==> src/hwhc_pkg.sv <==
`timescale 1ns / 1ps
// ----------------------------------------------------------------------------
// hwhc_pkg
// Shared types and codes of the humidity wiper and heater controller.
// ----------------------------------------------------------------------------
package hwhc_pkg;

  localparam int HUM_W  = 10;
  localparam int HYS_W  = 7;
  localparam int LIM_W  = 16;
  localparam int STAMP_W = 32;
  localparam int CFG_IDX_W  = 3;
  localparam int CFG_DATA_W = 16;

  localparam logic [1:0] OP_MODE   = 2'd0;
  localparam logic [1:0] OP_SAMPLE = 2'd1;
  localparam logic [1:0] OP_TICK   = 2'd2;

  localparam logic [1:0] MODE_AUTO = 2'd0;
  localparam logic [1:0] MODE_ON   = 2'd1;
  localparam logic [1:0] MODE_OFF  = 2'd2;
  localparam logic [1:0] MODE_KEEP = 2'd3;

  localparam logic [1:0] SPD_STOP   = 2'd0;
  localparam logic [1:0] SPD_SLOW   = 2'd1;
  localparam logic [1:0] SPD_NORMAL = 2'd2;
  localparam logic [1:0] SPD_FAST   = 2'd3;

  localparam logic [CFG_IDX_W-1:0] CFG_SLOW_THR   = 3'd0;
  localparam logic [CFG_IDX_W-1:0] CFG_NORMAL_THR = 3'd1;
  localparam logic [CFG_IDX_W-1:0] CFG_FAST_THR   = 3'd2;
  localparam logic [CFG_IDX_W-1:0] CFG_WIPER_HYS  = 3'd3;
  localparam logic [CFG_IDX_W-1:0] CFG_HEATER_THR = 3'd4;
  localparam logic [CFG_IDX_W-1:0] CFG_HEATER_HYS = 3'd5;
  localparam logic [CFG_IDX_W-1:0] CFG_STALE_LIM  = 3'd6;

  localparam logic [HUM_W-1:0] RST_SLOW_THR   = 10'd300;
  localparam logic [HUM_W-1:0] RST_NORMAL_THR = 10'd350;
  localparam logic [HUM_W-1:0] RST_FAST_THR   = 10'd400;
  localparam logic [HYS_W-1:0] RST_WIPER_HYS  = 7'd5;
  localparam logic [HUM_W-1:0] RST_HEATER_THR = 10'd350;
  localparam logic [HYS_W-1:0] RST_HEATER_HYS = 7'd5;
  localparam logic [LIM_W-1:0] RST_STALE_LIM  = 16'd5000;

  typedef struct packed {
    logic [1:0]         operation;
    logic [1:0]         wiper_mode_req;
    logic [1:0]         heater_mode_req;
    logic [HUM_W-1:0]   humidity_tenths;
    logic [STAMP_W-1:0] now_ms;
  } in_item_t;

  typedef struct packed {
    logic [1:0]         wiper_speed;
    logic               heater_on;
    logic               speed_changed;
    logic               heater_changed;
    logic [STAMP_W-1:0] stamp_ms;
  } out_item_t;

  typedef struct packed {
    logic [HUM_W-1:0] slow_threshold;
    logic [HUM_W-1:0] normal_threshold;
    logic [HUM_W-1:0] fast_threshold;
    logic [HYS_W-1:0] wiper_hysteresis;
    logic [HUM_W-1:0] heater_threshold;
    logic [HYS_W-1:0] heater_hysteresis;
    logic [LIM_W-1:0] stale_limit_ms;
  } cfg_regs_t;

  // Handshake state between the input register and the decision stage.
  typedef struct packed {
    logic valid;
  } stage_ctl_t;

  // True when h is strictly below thr minus hys, never negative.
  function automatic logic below_margin(input logic [HUM_W-1:0] h,
                                        input logic [HUM_W-1:0] thr,
                                        input logic [HYS_W-1:0] hys);
    logic [HUM_W:0] sum;
    sum = {1'b0, h} + {{(HUM_W-HYS_W+1){1'b0}}, hys};
    return sum < {1'b0, thr};
  endfunction

endpackage

==> src/hwhc_stream_if.sv <==
`timescale 1ns / 1ps
// ----------------------------------------------------------------------------
// hwhc_stream_if
// Valid/ready channel carrying one payload item per transfer.
// ----------------------------------------------------------------------------
interface hwhc_stream_if #(
  parameter type T = logic
) ();
  logic valid;
  logic ready;
  T     data;

  modport source (output valid, output data, input ready);
  modport sink   (input valid, input data, output ready);
endinterface

==> src/hwhc_cfg_regs.sv <==
`timescale 1ns / 1ps
// ----------------------------------------------------------------------------
// hwhc_cfg_regs
// Threshold, hysteresis and stale limit registers behind the write port.
// ----------------------------------------------------------------------------
module hwhc_cfg_regs (
  input  logic                                 clk,
  input  logic                                 rst_n,
  input  logic                                 cfg_we,
  input  logic [hwhc_pkg::CFG_IDX_W-1:0]       cfg_index,
  input  logic [hwhc_pkg::CFG_DATA_W-1:0]      cfg_data,
  output hwhc_pkg::cfg_regs_t                  regs
);

  hwhc_pkg::cfg_regs_t regs_r;

  always_ff @(posedge clk) begin
    if (!rst_n) begin
      regs_r.slow_threshold    <= hwhc_pkg::RST_SLOW_THR;
      regs_r.normal_threshold  <= hwhc_pkg::RST_NORMAL_THR;
      regs_r.fast_threshold    <= hwhc_pkg::RST_FAST_THR;
      regs_r.wiper_hysteresis  <= hwhc_pkg::RST_WIPER_HYS;
      regs_r.heater_threshold  <= hwhc_pkg::RST_HEATER_THR;
      regs_r.heater_hysteresis <= hwhc_pkg::RST_HEATER_HYS;
      regs_r.stale_limit_ms    <= hwhc_pkg::RST_STALE_LIM;
    end else if (cfg_we) begin
      case (cfg_index)
        hwhc_pkg::CFG_SLOW_THR:   regs_r.slow_threshold    <= cfg_data[hwhc_pkg::HUM_W-1:0];
        hwhc_pkg::CFG_NORMAL_THR: regs_r.normal_threshold  <= cfg_data[hwhc_pkg::HUM_W-1:0];
        hwhc_pkg::CFG_FAST_THR:   regs_r.fast_threshold    <= cfg_data[hwhc_pkg::HUM_W-1:0];
        hwhc_pkg::CFG_WIPER_HYS:  regs_r.wiper_hysteresis  <= cfg_data[hwhc_pkg::HYS_W-1:0];
        hwhc_pkg::CFG_HEATER_THR: regs_r.heater_threshold  <= cfg_data[hwhc_pkg::HUM_W-1:0];
        hwhc_pkg::CFG_HEATER_HYS: regs_r.heater_hysteresis <= cfg_data[hwhc_pkg::HYS_W-1:0];
        hwhc_pkg::CFG_STALE_LIM:  regs_r.stale_limit_ms    <= cfg_data[hwhc_pkg::LIM_W-1:0];
        default: ;
      endcase
    end
  end

  assign regs = regs_r;

endmodule

==> src/hwhc_in_stage.sv <==
`timescale 1ns / 1ps
// ----------------------------------------------------------------------------
// hwhc_in_stage
// Input register: capture one item per transfer, hold it until decided.
// ----------------------------------------------------------------------------
module hwhc_in_stage (
  input  logic                 clk,
  input  logic                 rst_n,
  hwhc_stream_if.sink          in_if,
  input  logic                 advance,
  output hwhc_pkg::stage_ctl_t ctl,
  output hwhc_pkg::in_item_t   item
);

  logic               valid_r;
  logic               valid_nxt;
  hwhc_pkg::in_item_t item_r;
  logic               take;

  assign in_if.ready = !valid_r || advance;
  assign take        = in_if.valid && in_if.ready;
  assign valid_nxt   = take || (valid_r && !advance);

  always_ff @(posedge clk) begin
    if (!rst_n) begin
      valid_r <= 1'b0;
    end else begin
      valid_r <= valid_nxt;
    end
  end

  always_ff @(posedge clk) begin
    if (take) begin
      item_r <= in_if.data;
    end
  end

  assign ctl.valid   = valid_r;
  assign item        = item_r;

endmodule

==> src/hwhc_decide.sv <==
`timescale 1ns / 1ps
// ----------------------------------------------------------------------------
// hwhc_decide
// Mode, auto hysteresis and freshness state; final command and change check.
// ----------------------------------------------------------------------------
module hwhc_decide #(
  parameter int TICK_BITS = 32
) (
  input  logic                 clk,
  input  logic                 rst_n,
  input  hwhc_pkg::cfg_regs_t  cfg,
  input  hwhc_pkg::stage_ctl_t ctl,
  input  hwhc_pkg::in_item_t   item,
  input  logic                 out_free,
  output logic                 advance,
  output logic                 emit,
  output hwhc_pkg::out_item_t  result
);

  logic [1:0]           wiper_mode_r, wiper_mode_nxt;
  logic [1:0]           heater_mode_r, heater_mode_nxt;
  logic [1:0]           auto_speed_r, auto_speed_nxt;
  logic                 auto_speed_valid_r, auto_speed_valid_nxt;
  logic                 auto_heater_r, auto_heater_nxt;
  logic                 auto_heater_valid_r, auto_heater_valid_nxt;
  logic [TICK_BITS-1:0] sample_time_r, sample_time_nxt;
  logic                 have_sample_r, have_sample_nxt;
  logic [1:0]           sent_speed_r, sent_speed_nxt;
  logic                 speed_sent_r, speed_sent_nxt;
  logic                 sent_heater_r, sent_heater_nxt;
  logic                 heater_sent_r, heater_sent_nxt;

  logic [TICK_BITS+31:0] now_wide;
  logic [TICK_BITS+15:0] lim_wide;
  logic [TICK_BITS-1:0]  now_tk;
  logic [TICK_BITS-1:0]  lim_tk;
  logic [TICK_BITS-1:0]  age;
  logic                  stale;
  logic [1:0]            spd_up;
  logic [1:0]            spd_a;
  logic [1:0]            spd_b;
  logic [1:0]            spd_c;
  logic [1:0]            spd_class;
  logic [1:0]            speed;
  logic                  heat;
  logic                  sc;
  logic                  hc;
  logic [hwhc_pkg::HUM_W-1:0] h;

  assign h        = item.humidity_tenths;
  assign now_wide = {{TICK_BITS{1'b0}}, item.now_ms};
  assign now_tk   = now_wide[TICK_BITS-1:0];
  assign lim_wide = {{TICK_BITS{1'b0}}, cfg.stale_limit_ms};
  assign lim_tk   = lim_wide[TICK_BITS-1:0];

  // Fresh classification and stepped update with hysteresis.
  always_comb begin
    if (h >= cfg.fast_threshold) begin
      spd_class = hwhc_pkg::SPD_FAST;
    end else if (h >= cfg.normal_threshold) begin
      spd_class = hwhc_pkg::SPD_NORMAL;
    end else if (h >= cfg.slow_threshold) begin
      spd_class = hwhc_pkg::SPD_SLOW;
    end else begin
      spd_class = hwhc_pkg::SPD_STOP;
    end

    if (h >= cfg.fast_threshold) begin
      spd_up = hwhc_pkg::SPD_FAST;
    end else if (h >= cfg.normal_threshold) begin
      spd_up = (auto_speed_r < hwhc_pkg::SPD_NORMAL) ? hwhc_pkg::SPD_NORMAL : auto_speed_r;
    end else if (h >= cfg.slow_threshold) begin
      spd_up = (auto_speed_r < hwhc_pkg::SPD_SLOW) ? hwhc_pkg::SPD_SLOW : auto_speed_r;
    end else begin
      spd_up = auto_speed_r;
    end

    spd_a = spd_up;
    if (spd_up == hwhc_pkg::SPD_FAST &&
        hwhc_pkg::below_margin(h, cfg.fast_threshold, cfg.wiper_hysteresis)) begin
      spd_a = hwhc_pkg::SPD_NORMAL;
    end
    spd_b = spd_a;
    if (spd_a == hwhc_pkg::SPD_NORMAL &&
        hwhc_pkg::below_margin(h, cfg.normal_threshold, cfg.wiper_hysteresis)) begin
      spd_b = hwhc_pkg::SPD_SLOW;
    end
    spd_c = spd_b;
    if (spd_b == hwhc_pkg::SPD_SLOW &&
        hwhc_pkg::below_margin(h, cfg.slow_threshold, cfg.wiper_hysteresis)) begin
      spd_c = hwhc_pkg::SPD_STOP;
    end
  end

  always_comb begin
    wiper_mode_nxt        = wiper_mode_r;
    heater_mode_nxt       = heater_mode_r;
    auto_speed_nxt        = auto_speed_r;
    auto_speed_valid_nxt  = auto_speed_valid_r;
    auto_heater_nxt       = auto_heater_r;
    auto_heater_valid_nxt = auto_heater_valid_r;
    sample_time_nxt       = sample_time_r;
    have_sample_nxt       = have_sample_r;

    case (item.operation)
      hwhc_pkg::OP_MODE: begin
        if (item.wiper_mode_req != hwhc_pkg::MODE_KEEP &&
            item.wiper_mode_req != wiper_mode_r) begin
          wiper_mode_nxt       = item.wiper_mode_req;
          auto_speed_valid_nxt = 1'b0;
        end
        if (item.heater_mode_req != hwhc_pkg::MODE_KEEP &&
            item.heater_mode_req != heater_mode_r) begin
          heater_mode_nxt       = item.heater_mode_req;
          auto_heater_valid_nxt = 1'b0;
        end
      end
      hwhc_pkg::OP_SAMPLE: begin
        sample_time_nxt = now_tk;
        have_sample_nxt = 1'b1;
        if (wiper_mode_r == hwhc_pkg::MODE_AUTO) begin
          auto_speed_nxt       = auto_speed_valid_r ? spd_c : spd_class;
          auto_speed_valid_nxt = 1'b1;
        end
        if (heater_mode_r == hwhc_pkg::MODE_AUTO) begin
          auto_heater_valid_nxt = 1'b1;
          if (!auto_heater_valid_r || !auto_heater_r) begin
            auto_heater_nxt = (h >= cfg.heater_threshold);
          end else begin
            auto_heater_nxt = !hwhc_pkg::below_margin(h, cfg.heater_threshold,
                                                      cfg.heater_hysteresis);
          end
        end
      end
      default: ;
    endcase
  end

  assign age   = now_tk - sample_time_nxt;
  assign stale = !have_sample_nxt || (age > lim_tk);

  always_comb begin
    case (wiper_mode_nxt)
      hwhc_pkg::MODE_OFF: speed = hwhc_pkg::SPD_STOP;
      hwhc_pkg::MODE_ON:  speed = hwhc_pkg::SPD_NORMAL;
      default:            speed = stale ? hwhc_pkg::SPD_STOP : auto_speed_nxt;
    endcase
    case (heater_mode_nxt)
      hwhc_pkg::MODE_OFF: heat = 1'b0;
      hwhc_pkg::MODE_ON:  heat = 1'b1;
      default:            heat = !stale && auto_heater_valid_nxt && auto_heater_nxt;
    endcase
  end

  assign sc      = !speed_sent_r || (speed != sent_speed_r);
  assign hc      = !heater_sent_r || (heat != sent_heater_r);
  assign emit    = sc || hc;
  assign advance = ctl.valid && (!emit || out_free);

  assign sent_speed_nxt  = sc ? speed : sent_speed_r;
  assign speed_sent_nxt  = speed_sent_r || sc;
  assign sent_heater_nxt = hc ? heat : sent_heater_r;
  assign heater_sent_nxt = heater_sent_r || hc;

  assign result.wiper_speed    = speed;
  assign result.heater_on      = heat;
  assign result.speed_changed  = sc;
  assign result.heater_changed = hc;
  assign result.stamp_ms       = item.now_ms;

  always_ff @(posedge clk) begin
    if (!rst_n) begin
      wiper_mode_r        <= hwhc_pkg::MODE_AUTO;
      heater_mode_r       <= hwhc_pkg::MODE_AUTO;
      auto_speed_r        <= hwhc_pkg::SPD_STOP;
      auto_speed_valid_r  <= 1'b0;
      auto_heater_r       <= 1'b0;
      auto_heater_valid_r <= 1'b0;
      sample_time_r       <= '0;
      have_sample_r       <= 1'b0;
      sent_speed_r        <= hwhc_pkg::SPD_STOP;
      speed_sent_r        <= 1'b0;
      sent_heater_r       <= 1'b0;
      heater_sent_r       <= 1'b0;
    end else if (advance) begin
      wiper_mode_r        <= wiper_mode_nxt;
      heater_mode_r       <= heater_mode_nxt;
      auto_speed_r        <= auto_speed_nxt;
      auto_speed_valid_r  <= auto_speed_valid_nxt;
      auto_heater_r       <= auto_heater_nxt;
      auto_heater_valid_r <= auto_heater_valid_nxt;
      sample_time_r       <= sample_time_nxt;
      have_sample_r       <= have_sample_nxt;
      sent_speed_r        <= sent_speed_nxt;
      speed_sent_r        <= speed_sent_nxt;
      sent_heater_r       <= sent_heater_nxt;
      heater_sent_r       <= heater_sent_nxt;
    end
  end

endmodule

==> src/hwhc_out_stage.sv <==
`timescale 1ns / 1ps
// ----------------------------------------------------------------------------
// hwhc_out_stage
// Result register: hold a command until the sink takes the transfer.
// ----------------------------------------------------------------------------
module hwhc_out_stage (
  input  logic                clk,
  input  logic                rst_n,
  input  logic                load,
  input  hwhc_pkg::out_item_t item,
  output logic                free,
  hwhc_stream_if.source       out_if
);

  logic                valid_r;
  logic                valid_nxt;
  hwhc_pkg::out_item_t item_r;

  assign free      = !valid_r || out_if.ready;
  assign valid_nxt = load || (valid_r && !out_if.ready);

  always_ff @(posedge clk) begin
    if (!rst_n) begin
      valid_r <= 1'b0;
    end else begin
      valid_r <= valid_nxt;
    end
  end

  always_ff @(posedge clk) begin
    if (load) begin
      item_r <= item;
    end
  end

  assign out_if.valid = valid_r;
  assign out_if.data  = item_r;

endmodule

==> src/humidity_wiper_heater_controller.sv <==
`timescale 1ns / 1ps
// ----------------------------------------------------------------------------
// humidity_wiper_heater_controller
// Humidity-driven wiper speed and heater command with hysteresis.
// ----------------------------------------------------------------------------
// Takes one item per clock: a mode message, a humidity sample or a time tick.
// An item is registered on input, decided from that register against the
// mode, hysteresis and sample-age state, and a command goes to the result
// register for the first item after reset and otherwise only when the final
// speed or heater value changes. Throughput is one item per cycle; a command
// passes the input and result registers. The input stalls only when a
// command must be issued while the result register still holds one the sink
// has not taken. TICK_BITS sets the width of the tick arithmetic for sample age.
module humidity_wiper_heater_controller #(
  parameter int TICK_BITS = 32
) (
  input  logic                              clk,
  input  logic                              rst_n,
  input  logic                              cfg_we,
  input  logic [hwhc_pkg::CFG_IDX_W-1:0]    cfg_index,
  input  logic [hwhc_pkg::CFG_DATA_W-1:0]   cfg_data,
  hwhc_stream_if.sink                       in_if,
  hwhc_stream_if.source                     out_if
);

  hwhc_pkg::cfg_regs_t  cfg;
  hwhc_pkg::stage_ctl_t ctl;
  hwhc_pkg::in_item_t   item;
  hwhc_pkg::out_item_t  result;
  logic                 advance;
  logic                 emit;
  logic                 out_free;

  hwhc_cfg_regs u_cfg (
    .clk       (clk),
    .rst_n     (rst_n),
    .cfg_we    (cfg_we),
    .cfg_index (cfg_index),
    .cfg_data  (cfg_data),
    .regs      (cfg)
  );

  hwhc_in_stage u_in (
    .clk     (clk),
    .rst_n   (rst_n),
    .in_if   (in_if),
    .advance (advance),
    .ctl     (ctl),
    .item    (item)
  );

  hwhc_decide #(
    .TICK_BITS (TICK_BITS)
  ) u_decide (
    .clk      (clk),
    .rst_n    (rst_n),
    .cfg      (cfg),
    .ctl      (ctl),
    .item     (item),
    .out_free (out_free),
    .advance  (advance),
    .emit     (emit),
    .result   (result)
  );

  hwhc_out_stage u_out (
    .clk    (clk),
    .rst_n  (rst_n),
    .load   (advance && emit),
    .item   (result),
    .free   (out_free),
    .out_if (out_if)
  );

endmodule

==> src/flat_wrapper.sv <==
// flat-port wrapper written by rule: the top's interface ports become plain ports
module humidity_wiper_heater_controller_flat 
#(
  parameter int TICK_BITS = 32
)
  (clk, rst_n, cfg_we, cfg_index, cfg_data, in_if_valid, in_if_data, in_if_ready, out_if_valid, out_if_data, out_if_ready);
  hwhc_stream_if #(.T(hwhc_pkg::in_item_t)) in_if_i ();
  hwhc_stream_if #(.T(hwhc_pkg::out_item_t)) out_if_i ();
  input  logic clk;
  input  logic rst_n;
  input  logic cfg_we;
  input  logic [hwhc_pkg::CFG_IDX_W-1:0] cfg_index;
  input  logic [hwhc_pkg::CFG_DATA_W-1:0] cfg_data;
  input wire logic [$bits(in_if_i.valid)-1:0] in_if_valid;
  input wire logic [$bits(in_if_i.data)-1:0] in_if_data;
  output wire logic [$bits(in_if_i.ready)-1:0] in_if_ready;
  output wire logic [$bits(out_if_i.valid)-1:0] out_if_valid;
  output wire logic [$bits(out_if_i.data)-1:0] out_if_data;
  input wire logic [$bits(out_if_i.ready)-1:0] out_if_ready;
  assign in_if_i.valid = in_if_valid;
  assign in_if_i.data = in_if_data;
  assign in_if_ready = in_if_i.ready;
  assign out_if_valid = out_if_i.valid;
  assign out_if_data = out_if_i.data;
  assign out_if_i.ready = out_if_ready;
  humidity_wiper_heater_controller #(.TICK_BITS(TICK_BITS)) u_core (.clk(clk), .rst_n(rst_n), .cfg_we(cfg_we), .cfg_index(cfg_index), .cfg_data(cfg_data), .in_if(in_if_i), .out_if(out_if_i));
endmodule
==> config.mk <==
export PLATFORM = sky130hd
export DESIGN_NAME = humidity_wiper_heater_controller_flat
export DESIGN_NICKNAME = d
export VERILOG_FILES = /design/src/hwhc_pkg.sv /design/src/hwhc_stream_if.sv /design/src/hwhc_cfg_regs.sv /design/src/hwhc_in_stage.sv /design/src/hwhc_decide.sv /design/src/hwhc_out_stage.sv /design/src/humidity_wiper_heater_controller.sv /design/src/flat_wrapper.sv
export SDC_FILE = /design/constraint.sdc
export NUM_CORES = 1
export LEC_CHECK = 0
export ABC_AREA = 1
export BUFFER_PORTS_ARGS = -buffer_cell sky130_fd_sc_hd__buf_2
export CAP_MARGIN = 15
export CORE_ASPECT_RATIO = 0.9
export CORE_MARGIN = 2
export CORE_UTILIZATION = 50
export DETAILED_ROUTE_END_ITERATION = 10
export PLACE_DENSITY_LB_ADDON = 0.3
export SLEW_MARGIN = 20
export SYNTH_ARGS = -nofsm -noshare
export SYNTH_HDL_FRONTEND = slang
export SYNTH_SLANG_ARGS = --single-unit
==> constraint.sdc <==
create_clock -name clk -period 17.93 [get_ports clk]
set_input_delay 1.793 -clock clk [delete_from_list [all_inputs] [get_ports clk]]
set_output_delay 1.793 -clock clk [all_outputs]
set_load 0.03 [all_outputs]
==> flow_metrics.py <==
metrics = {
    "clock_network": {
        "clock-root-buffer": "clkbuf_16",
        "clk_pin_slew_ps": 60,
        "worstSkewPairLatency_ps": 530,
        "cts_buffers": 24,
        "clock_path_buffers": 3,
        "cts_setup_buffers": 0,
        "cts_sinks": 204,
        "cts-resized-gates": 0,
        "cts.htree.levels": 1,
        "cts-hold-fix-buffers": 0,
        "tritoncts": "built",
    },
    "critical_path": {
        "cp_max_fo": 35,
        "reg2reg_slack_ps": 11590,
        "cp-endpoint": "in_if_ready",
        "critPathMaxStageDelay_ps": 470,
        "crit_required_ps": 16140,
        "worstSetupStartpointType": "flop",
        "r2r.worst_path.cells": 34,
        "crit_top_cell": "nand3_1",
        "cp-end-kind": "output pin",
        "cp_slowest_cell": "buf_4",
        "worstSetupPathType": "reg2out",
        "r2r-start": "u_core.u_in.item[47]$_DFFE_PP_",
        "crit_start": "u_core.u_in.item[47]$_DFFE_PP_",
        "cp.arrival_ps": 5690,
        "worstReg2RegEnd": "u_core.u_in.item[0]$_DFFE_PP_",
    },
    "grt": {
        "grt_use_total_pct": 23.0,
        "grt_pass1_vias": 10263,
        "overflow": 0,
        "antenna_found_initial": 0,
        "grt_max_degree": 92,
        "grt_pass1_wl_um": 51100,
    },
    "route": {
        "drc_errors": 0,
        "drt_pass1_iterations": 5,
        "vias_per_cell": 5.07,
        "wl_um": 31100,
        "ant_nets": 0,
        "vias": 11096,
        "post_drt_wl_per_cell_um": 14.2,
        "drtIter0Drc": 816,
    },
    "worst_hold_path": {
        "hold_start": "u_core.u_decide.have_sample_r$_SDFFE_PN0N_",
        "min_path_type": "reg2reg",
    },
    "power": {
        "p_leak_nw": 7.24,
        "p_per_area_mw_per_mm2": 90.5,
        "peakVddDrop_uv": 60.8,
    },
    "layout": {
        "fin_cells": 2188,
        "syn2layout_area_growth_pct": 12.9,
        "diodes": 0,
        "n_fill_cell": 2384,
        "layout_commonest_cell": "nand2_1",
        "drive_gt1_share_pct": 9.10,
        "nets": 2042,
        "layout_common_cells": "nand2_1, inv_1, nor2_1",
        "post-route-util_pct": 57.7,
    },
    "placed_design": {
        "hpwl_um": 23200,
        "placed_cells": 2144,
        "portBuffers": 110,
        "place_congestion": 0.944,
    },
    "floorplanning": {
        "io_pins": 111,
        "die_h_um": 156,
        "coreArea_mm2": 0.0253,
        "start_util_pct": 51.1,
        "rows": 55,
        "die_w_um": 173,
        "dieArea_mm2": 0.0271,
    },
    "synth": {
        "synth_area_mm2": 0.0129,
        "synth_warnings": 0,
        "synth_seq_cells": 204,
        "synth_nets": 1932,
        "synth_seq_area_share_pct": 38.2,
        "synth_area_per_cell_um2": 7.52,
        "netlist_instances": 1718,
        "yosysUniqueCellTypes": 41,
    },
    "sta": {
        "fin_crit_sh_pct": 41.7,
        "worst_slew_pin_slew_ps": 935,
        "min_period_ps": 7480,
        "slew_violations": 0,
        "fmax_ghz": 0.134,
        "rsz0062_at_grt": "no",
        "hold_viol": 0,
        "whs_ps": 455,
        "relSlewSlack_pct": 37.6,
        "setup_violations": 0,
        "tns_ps": 0,
        "fin_skew_ps": 16.7,
    },
    "job": {
        "cap_viol_max_count": 0,
    },
    "outcome": {
        "status": "finished, final reports clean",
    },
}
kinds of logic after synthesis:
| family | count (synthesis) | synth area share, % |
|---|---|---|
| compound gates | 223 | 9.77 |
| fa+ha+maj | 142 | 13.9 |
| xor+xnor | 31 | 2.10 |
| simple gates | 801 | 25.0 |
| mux | 29 | 2.25 |
| flops | 204 | 38.2 |
| buf+inv | 288 | 8.72 |
cells in the mapped netlist:
| master | count | area, um2 |
|---|---|---|
| a2111oi_0 | 1 | 8.76 |
| a211oi_1 | 1 | 7.51 |
| a21boi_0 | 2 | 15.0 |
| a21o_1 | 10 | 75.1 |
| a21oi_1 | 105 | 526 |
| a21oi_2 | 1 | 8.76 |
| a21oi_4 | 1 | 16.3 |
| a221oi_1 | 1 | 8.76 |
| a31oi_1 | 5 | 31.3 |
| and2_1 | 6 | 37.5 |
| and3_1 | 2 | 12.5 |
| buf_1 | 1 | 3.75 |
| buf_2 | 3 | 15.0 |
| buf_4 | 1 | 7.51 |
| buf_6 | 5 | 56.3 |
| clkbuf_1 | 23 | 86.3 |
| clkinv_1 | 1 | 3.75 |
| dfxtp_1 | 119 | 2380 |
| edfxtp_1 | 85 | 2550 |
| fa_1 | 3 | 60.1 |
| ha_1 | 139 | 1740 |
| inv_1 | 254 | 953 |
| mux2i_1 | 29 | 290 |
| nand2_1 | 469 | 1760 |
| nand2_2 | 2 | 12.5 |
| nand2_4 | 1 | 11.3 |
| nand3_1 | 70 | 350 |
| nand3_2 | 2 | 20.0 |
| nand3b_1 | 3 | 22.5 |
| nand4_1 | 20 | 125 |
| nor2_1 | 212 | 796 |
| nor2_2 | 6 | 37.5 |
| nor3_1 | 6 | 30.0 |
| nor4_1 | 2 | 12.5 |
| o211ai_1 | 27 | 203 |
| o21a_1 | 3 | 22.5 |
| o21ai_0 | 62 | 310 |
| o21bai_1 | 3 | 22.5 |
| o22ai_1 | 1 | 6.26 |
| xnor2_1 | 3 | 26.3 |
| xor2_1 | 28 | 245 |
per-stage QoR:
step | worst slack, ps | instance area [um2] | total power, mW
final | 10450 | 14600 | 1.32
after global routing | 9660 | 14600 | 1.40
after CTS | 10390 | 14600 | 1.33
after detailed placement | 10950 | 13800 | 0.837
after global placement | 11200 | 13800 | 0.828
after floorplan | 11700 | 12900 | 0.759
report_power, final:
part,internal (mW),total (mW),leakage [nW],switching [mW]
Sequential,0.510,0.526,1.79,0.0158
Combinational,0.110,0.305,5.07,0.195
Clock,0.293,0.488,0.387,0.195
Total,0.913,1.32,7.24,0.406
worst max-delay path, delay by kind of cell, from the launching register on:
kind | cells | cell delay (ps)
XOR/XNOR | 1 | 160
buffers and inverters | 3 | 750
AND/OR/NAND/NOR | 24 | 2750
flip-flops | 1 | 440
adder cells (fa/ha/maj) | 3 | 900
AO/OA/AOI/OAI | 1 | 140
state kept, by name, summed over array words and instances, names as in the netlist:
| name | count |
|---|---|
| u_core.u_decide.speed_sent_r | 1 |
| u_core.u_decide.auto_speed_valid_r | 1 |
| u_core.u_in.ctl | 1 |
| u_core.u_decide.sent_speed_r | 2 |
| u_core.u_out.out_if.valid | 1 |
| u_core.u_decide.auto_speed_r | 2 |
| u_core.u_decide.heater_sent_r | 1 |
| u_core.u_decide.have_sample_r | 1 |
| u_core.u_in.item | 48 |
| u_core.u_decide.sent_heater_r | 1 |
| u_core.u_decide.auto_heater_r | 1 |
| u_core.u_decide.sample_time_r | 32 |
| u_core.u_decide.wiper_mode_r | 2 |
| u_core.u_out.out_if.data | 37 |
| u_core.u_decide.auto_heater_valid_r | 1 |
| u_core.u_decide.heater_mode_r | 2 |
| u_core.u_cfg.regs | 70 |
how the worst min path moves through the flow:
| stage | slack, ps | cells after the start | endpoint |
|---|---|---|---|
| floorplan | 430 | 0 | u_core.u_out.out_if.data[31]$_DFFE_PP_ |
| global placement | 440 | 0 | u_core.u_out.out_if.data[31]$_DFFE_PP_ |
| detailed placement | 440 | 2 | u_core.u_decide.have_sample_r$_SDFFE_PN0N_ |
| CTS | 450 | 2 | u_core.u_decide.have_sample_r$_SDFFE_PN0N_ |
| global route | 470 | 2 | u_core.u_decide.have_sample_r$_SDFFE_PN0N_ |
| finish | 450 | 2 | u_core.u_decide.have_sample_r$_SDFFE_PN0N_ |
area by class of cell:
class,count,area (um2),area share (%)
clock inverter,9,75.1,0.515
clock buffer,35,723,4.96
tap,342,428,2.94
inverter,255,958,6.57
timing repair buffer,117,603,4.14
multi-input combinational,1226,6860,47.0
sequential,204,4930,33.9
metal layers:
layer | GRT usage (%) | part of all wire (%) | wire, um | vias to the layer above
met5 | 0 | 0 | 0 | -
met4 | 5.33 | 2.0 | 614 | 0
met3 | 3.62 | 6.8 | 2100 | 32
met2 | 35.5 | 41 | 12800 | 291
met1 | 33.9 | 50 | 15600 | 4984
li1 | - | - | - | 5789
No activity file was read; power rests on OpenSTA's default activity.
